===== src/rtl/core/ahqm_pkg.sv =====
`default_nettype none
package ahqm_pkg;

  // default longest hop in samples
  localparam int unsigned MAX_HOP_DEF = 1024;

  // width of the shared divide, root and log datapaths
  localparam int unsigned UW = 64;

  // configuration register indexes
  localparam logic [1:0] REG_CLIP    = 2'd0;
  localparam logic [1:0] REG_SILENCE = 2'd1;
  localparam logic [1:0] REG_NOISE   = 2'd2;

  localparam logic [14:0] CLIP_RST    = 15'd31000;
  localparam logic [14:0] SILENCE_RST = 15'd100;
  localparam logic [14:0] NOISE_RST   = 15'd75;

  // 10*log10(2) in q16, turns a q16 log2 of a power ratio into db q8.8
  localparam logic signed [18:0] DB_PER_LOG2 = 19'sd197283;

  // log2 of x with 16 fraction bits, truncated; constant arguments only
  function automatic logic [21:0] log2_q16_f(input logic [63:0] x);
    logic [63:0] xs;
    logic [5:0]  p;
    logic [32:0] y;
    logic [65:0] yy;
    logic [15:0] f;
    xs = x;
    p  = 6'd63;
    f  = '0;
    for (int i = 0; i < 63; i++) begin
      if (!xs[63] && p != 6'd0) begin
        xs = xs << 1;
        p  = p - 6'd1;
      end
    end
    y = {1'b0, xs[63:32]};
    for (int i = 0; i < 16; i++) begin
      yy = y * y;
      yy = yy >> 31;
      f  = {f[14:0], 1'b0};
      if (yy[32]) begin
        f[0] = 1'b1;
        y    = yy[33:1];
      end else begin
        y = yy[32:0];
      end
    end
    return {p, f};
  endfunction

  localparam logic [21:0] LOG2_FULL_SCALE = log2_q16_f(64'd32767);

  // sequencer step, tells the datapath what to do this cycle
  typedef enum logic [3:0] {
    OP_IDLE, OP_PRD1, OP_PRD2, OP_PRD3, OP_DIV_DC, OP_DIV_RMS, OP_SQRT_RMS,
    OP_DIV_CR, OP_SQRT_CR, OP_LOG_SQ, OP_LOG_N, OP_LOG_NF, OP_DB1, OP_DB2, OP_OUT
  } op_t;

  typedef struct packed {
    logic acc;
    logic start;
    logic load;
    op_t  op;
  } cmd_t;

  typedef struct packed {
    logic hop_end;
    logic div_done;
    logic sqrt_done;
    logic log_done;
  } stat_t;

  // one result, dc_offset in the lowest bits
  typedef struct packed {
    logic               healthy;
    logic [31:0]        hop_number;
    logic [15:0]        silent_hops;
    logic               signal_present;
    logic signed [15:0] level_dbfs;
    logic [14:0]        snr_db;
    logic [13:0]        crest_factor;
    logic               clipping;
    logic [10:0]        clip_count;
    logic [14:0]        peak_level;
    logic [23:0]        rms_level;
    logic signed [23:0] dc_offset;
  } res_t;

endpackage
`default_nettype wire


===== src/rtl/core/ahqm_ctrl.sv =====
`default_nettype none
module ahqm_ctrl (
  input  wire               clk,
  input  wire               rst_n,
  input  wire               in_tvalid,
  input  wire               out_tready,
  input  ahqm_pkg::stat_t   st,
  output logic              in_tready,
  output logic              out_tvalid,
  output ahqm_pkg::cmd_t    cmd
);
  import ahqm_pkg::*;

  typedef enum logic [3:0] {
    S_IDLE, S_PRD1, S_PRD2, S_PRD3, S_DIV_DC, S_DIV_RMS, S_SQRT_RMS, S_DIV_CR,
    S_SQRT_CR, S_LOG_SQ, S_LOG_N, S_LOG_NF, S_DB1, S_DB2, S_OUT
  } state_t;

  state_t state_r, state_nxt;
  logic   start_r, start_nxt;
  logic   out_valid_r, out_valid_nxt;
  logic   acc, load;
  op_t    op;

  assign in_tready  = (state_r == S_IDLE);
  assign out_tvalid = out_valid_r;
  assign acc        = in_tvalid && in_tready;
  assign load       = (state_r == S_OUT) && (!out_valid_r || out_tready);

  // step code for the datapath
  always_comb begin
    unique case (state_r)
      S_IDLE:     op = OP_IDLE;
      S_PRD1:     op = OP_PRD1;
      S_PRD2:     op = OP_PRD2;
      S_PRD3:     op = OP_PRD3;
      S_DIV_DC:   op = OP_DIV_DC;
      S_DIV_RMS:  op = OP_DIV_RMS;
      S_SQRT_RMS: op = OP_SQRT_RMS;
      S_DIV_CR:   op = OP_DIV_CR;
      S_SQRT_CR:  op = OP_SQRT_CR;
      S_LOG_SQ:   op = OP_LOG_SQ;
      S_LOG_N:    op = OP_LOG_N;
      S_LOG_NF:   op = OP_LOG_NF;
      S_DB1:      op = OP_DB1;
      S_DB2:      op = OP_DB2;
      S_OUT:      op = OP_OUT;
      default:    op = OP_IDLE;
    endcase
  end

  assign cmd = '{acc: acc, start: start_r, load: load, op: op};

  // hop end sequence
  always_comb begin
    state_nxt = state_r;
    start_nxt = 1'b0;
    unique case (state_r)
      S_IDLE:     if (acc && st.hop_end) state_nxt = S_PRD1;
      S_PRD1:     state_nxt = S_PRD2;
      S_PRD2:     state_nxt = S_PRD3;
      S_PRD3:     begin state_nxt = S_DIV_DC; start_nxt = 1'b1; end
      S_DIV_DC:   if (st.div_done) begin state_nxt = S_DIV_RMS; start_nxt = 1'b1; end
      S_DIV_RMS:  if (st.div_done) begin state_nxt = S_SQRT_RMS; start_nxt = 1'b1; end
      S_SQRT_RMS: if (st.sqrt_done) begin state_nxt = S_DIV_CR; start_nxt = 1'b1; end
      S_DIV_CR:   if (st.div_done) begin state_nxt = S_SQRT_CR; start_nxt = 1'b1; end
      S_SQRT_CR:  if (st.sqrt_done) begin state_nxt = S_LOG_SQ; start_nxt = 1'b1; end
      S_LOG_SQ:   if (st.log_done) begin state_nxt = S_LOG_N; start_nxt = 1'b1; end
      S_LOG_N:    if (st.log_done) begin state_nxt = S_LOG_NF; start_nxt = 1'b1; end
      S_LOG_NF:   if (st.log_done) state_nxt = S_DB1;
      S_DB1:      state_nxt = S_DB2;
      S_DB2:      state_nxt = S_OUT;
      S_OUT:      if (load) state_nxt = S_IDLE;
      default:    state_nxt = S_IDLE;
    endcase
  end

  // result valid flag
  always_comb begin
    out_valid_nxt = out_valid_r;
    if (load) out_valid_nxt = 1'b1;
    else if (out_tready) out_valid_nxt = 1'b0;
  end

  always_ff @(posedge clk) begin
    if (!rst_n) begin
      state_r     <= S_IDLE;
      start_r     <= 1'b0;
      out_valid_r <= 1'b0;
    end else begin
      state_r     <= state_nxt;
      start_r     <= start_nxt;
      out_valid_r <= out_valid_nxt;
    end
  end

endmodule
`default_nettype wire


===== config.mk =====
export PLATFORM = sky130hd
export DESIGN_NAME = ahqm_ctrl
export DESIGN_NICKNAME = d
export VERILOG_FILES = /design/src/rtl/core/ahqm_pkg.sv /design/src/rtl/core/ahqm_ctrl.sv
export SDC_FILE = /design/constraint.sdc
export NUM_CORES = 1
export LEC_CHECK = 0
export ABC_AREA = 1
export ABC_CLOCK_PERIOD_IN_PS = 2190
export CAP_MARGIN = 10
export CORE_AREA = 4 4 41 43
export DETAILED_ROUTE_END_ITERATION = 10
export DIE_AREA = 0 0 45 47
export DONT_BUFFER_PORTS = 1
export PLACE_DENSITY_LB_ADDON = 0.3
export SLEW_MARGIN = 15
export SYNTH_ARGS = -nofsm -noshare
export SYNTH_HDL_FRONTEND = slang
export SYNTH_SLANG_ARGS = --single-unit

===== constraint.sdc =====
create_clock -name clk -period 2.19 [get_ports clk]
set_input_delay 0.219 -clock clk [delete_from_list [all_inputs] [get_ports clk]]
set_output_delay 0.219 -clock clk [all_outputs]
set_load 0.01 [all_outputs]

==> metrics.md <==
| Metric | Value |
|---|---|
| IR drop worst, VDD | `0.000540 V` |
| Post-DRT Antenna Nets | `0` |
| Routability congestion estimate | `0.926` |
| Slowest cell on crit path | `dfxtp_1` |
| Post-synthesis cell area | `623 sq um` |
| Ys Warns | `0` |
| DR WL/cell | `11.7 um` |
| Die ar. | `2120 sq um` |
| Simple-Gate Fraction of Synth Area | `0.450` |
| FMAX | `0.689 GHz` |
| Initial antenna violation count | `0` |
| Max-Cap Viols | `0` |
| First-pass GRT wire length | `2.29 mm` |
| Hold Startpoint | `rst_n` |
| Vias in the first global route | `573` |
| Most common cell after layout, fill and taps aside | `nand2_1` |
| Port Buffers | `0` |
| NumNets Final | `109` |
| Worst Path Arrival | `1.23 ns` |
| Setup Crit Path Kind | `register to output pin` |
| Hold-fix buffers, CTS | `0` |
| Crit-path cells | `inv_2 > nor2_4 > nand2_2 > nor2_1` |
| Post-synthesis compound-gate area fraction | `0.108` |
| Max clock buf depth | `2` |
| Post-synthesis mux area share | `0` |
| Worst-path clk slew | `0.06 ns` |
| TritonCTS buffer count | `3` |
| H-tree levels | `1` |
| Least-Margin Pin Slew | `0.328 ns` |
| Worst hold slack | `0.0970 ns` |
| Crit path required time | `1.97 ns` |
| Final-report hold violation count | `0` |
| Post-layout min period | `1.45 ns` |
| Reg2reg path depth | `9` |
| PD cells | `1390 nW/um^2` |
| CP bufs+invs | `1` |
| # IOs | `17` |
| CTS sink count | `10` |
| Root Buffer Master | `clkbuf_4` |
| Core Area | `1300 sq um` |
| Fin crit share | `0.663` |
| Ant diodes | `0` |
| Initial DRC Count | `15` |
| DRT Pass-1 Iters | `4` |
| Fill cell count | `143` |
| Layout cells sized above 1 | `0.170` |
| DIE HEIGHT | `47 um` |
| Area growth syn-to-layout | `5.22%` |
| Synth Net Count | `107` |
| # resized after CTS | `0` |
| Via density | `5.35` |
| CP endpoint kind | `output pin` |
| Grt ovf | `0` |
| FFs w/ async S/R, synth | `0` |
| Clk Latency, worst-skew pair | `0.26 ns` |
| Hold Crit Endpoint | `state_r[1]$_SDFFE_PN0N_` |
| Area share of xor/xnor cells in the synthesized design | `0` |
| Residual DRC | `0` |
| Synth area leaders | `dfxtp_1 (32%), nand2_1 (13%), nor2_1 (11%)` |
| DP HPWL | `1.06 mm` |
| # rows | `13` |
| Yosys cell types | `19` |
| Commonest non-fill, non-tap cells in the layout | `nand2_1 (21), nor2_1 (18), inv_1 (12)` |
| Sequential area share after synthesis | `0.321` |
| Hold depth | `2` |
| Largest family of logic cells by synthesized area | `simple AND/OR/NAND/NOR gates` |
| Endpoints failing setup | `0` |
| Worst r2r dst | `state_r[3]$_SDFFE_PN0N_` |
| CP top delay family | `flip-flops` |
| Slew Limit Fails | `0` |
| Largest net degree at the start of global routing | `9` |
| FF-to-FF setup slack | `0.79 ns` |
| Startpoint Class | `register` |
| Setup crit start | `state_r[1]$_SDFFE_PN0N_` |
| GRT Util Overall | `0.148` |
| Synthesized-area fraction occupied by adder cells | `0` |
| Initial Util | `0.479` |
| CTS tree | `done` |
| Synth Flop Type | `dfxtp_1` |
| Max transition margin | `0.781` |
| Layout Cells excl Fill | `115` |
| Wirelength, routed | `1.34 mm` |
| Leakage | `0.336 nW` |
| Worst path max stage delay | `0.47 ns` |
| RSZ-0062 raised after global routing | `no` |
| Cell taking the most area after synthesis | `dfxtp_1` |
| Setup TNS | `0 ns` |
| Status | `complete, no violations` |
| Share of the synthesized area in the top cell type | `0.321` |
| Worst min path class | `input port to register` |
| Via count | `615` |
| Clock Skew | `0.00339 ns` |
| DP Cell Count | `111` |
| Mean post-synth cell area | `6.29 sq um` |
| R2R Path Start | `state_r[3]$_SDFFE_PN0N_` |
| Die extent in x | `45 um` |
| Postcts setup bufs | `0` |
| Number of synthesized flops with an enable pin | `0` |
| Mapped Cells | `99` |
| Critical-path maximum fanout | `6` |
| FF+latch count, synth | `10` |
## layer usage
metal  share of wire  GRT usage  vias up
li1                -          -      313
met1            0.42      0.177      274
met2            0.49      0.240       26
met3           0.069     0.0651        2
met4           0.014     0.0409        0
met5               0          0        -
## per-stage QoR
stage / util / setup slack [ns] / power (W) / area [sq um]
6_report: 0.504 / 0.738 / 0.000914 / 656
5_1_grt: 0.504 / 0.618 / 0.00100 / 656
4_1_cts: 0.504 / 0.744 / 0.000921 / 656
3_5_place_dp: 0.476 / 0.798 / 0.000752 / 619
3_3_place_gp: 0.476 / 0.801 / 0.000752 / 619
2_1_floorplan: - / 0.978 / 0.000682 / 623
## report_power, final
part           switching [W]  internal (W)
logic               0.000290      0.000142
clock network      0.0000606      0.000101
registers          0.0000774      0.000242
total               0.000428      0.000485
## layout make-up
| cell class | count | area [sq um] | area share |
|---|---|---|---|
| Clock buffer | 4 | 36.3 | 0.0553 |
| Inverter | 14 | 52.6 | 0.0802 |
| Multi-Input combinational cell | 72 | 348 | 0.531 |
| Sequential cell | 10 | 200 | 0.305 |
| Tap cell | 15 | 18.8 | 0.0286 |
## state kept, by name, indices dropped and copies added, names as in the netlist
signal      flops
op              4
state_r         4
out_tvalid      1
start_r         1
## cell usage after synthesis (2+ instances only)
master,instances
a21oi_1,5
a31oi_1,2
buf_4,3
dfxtp_1,10
inv_1,12
inv_2,2
nand2_1,21
nand2_2,4
nand3_1,4
nand4_1,2
nor2_1,18
nor2_2,4
nor2_4,2
o21ai_0,5
## worst max-delay path by stage
stage	to	slack [ns]	cells past startpoint
2_1_floorplan	op[2]$_DFF_P_	0.98	9
3_3_place_gp	op[3]$_SDFF_PN0_	0.80	9
3_5_place_dp	op[1]$_DFF_P_	0.80	9
4_1_cts	cmd[4]	0.74	4
5_1_grt	state_r[1]$_SDFFE_PN0N_	0.62	9
6_report	cmd[4]	0.74	4
## cells by family after synthesis
logic type / count (synthesis)
buffers and inverters: 17
and+or+nand+nor: 59
AOI/OAI and AO/OA: 13
DFF: 10
No activity file was read; power rests on OpenSTA's default activity.
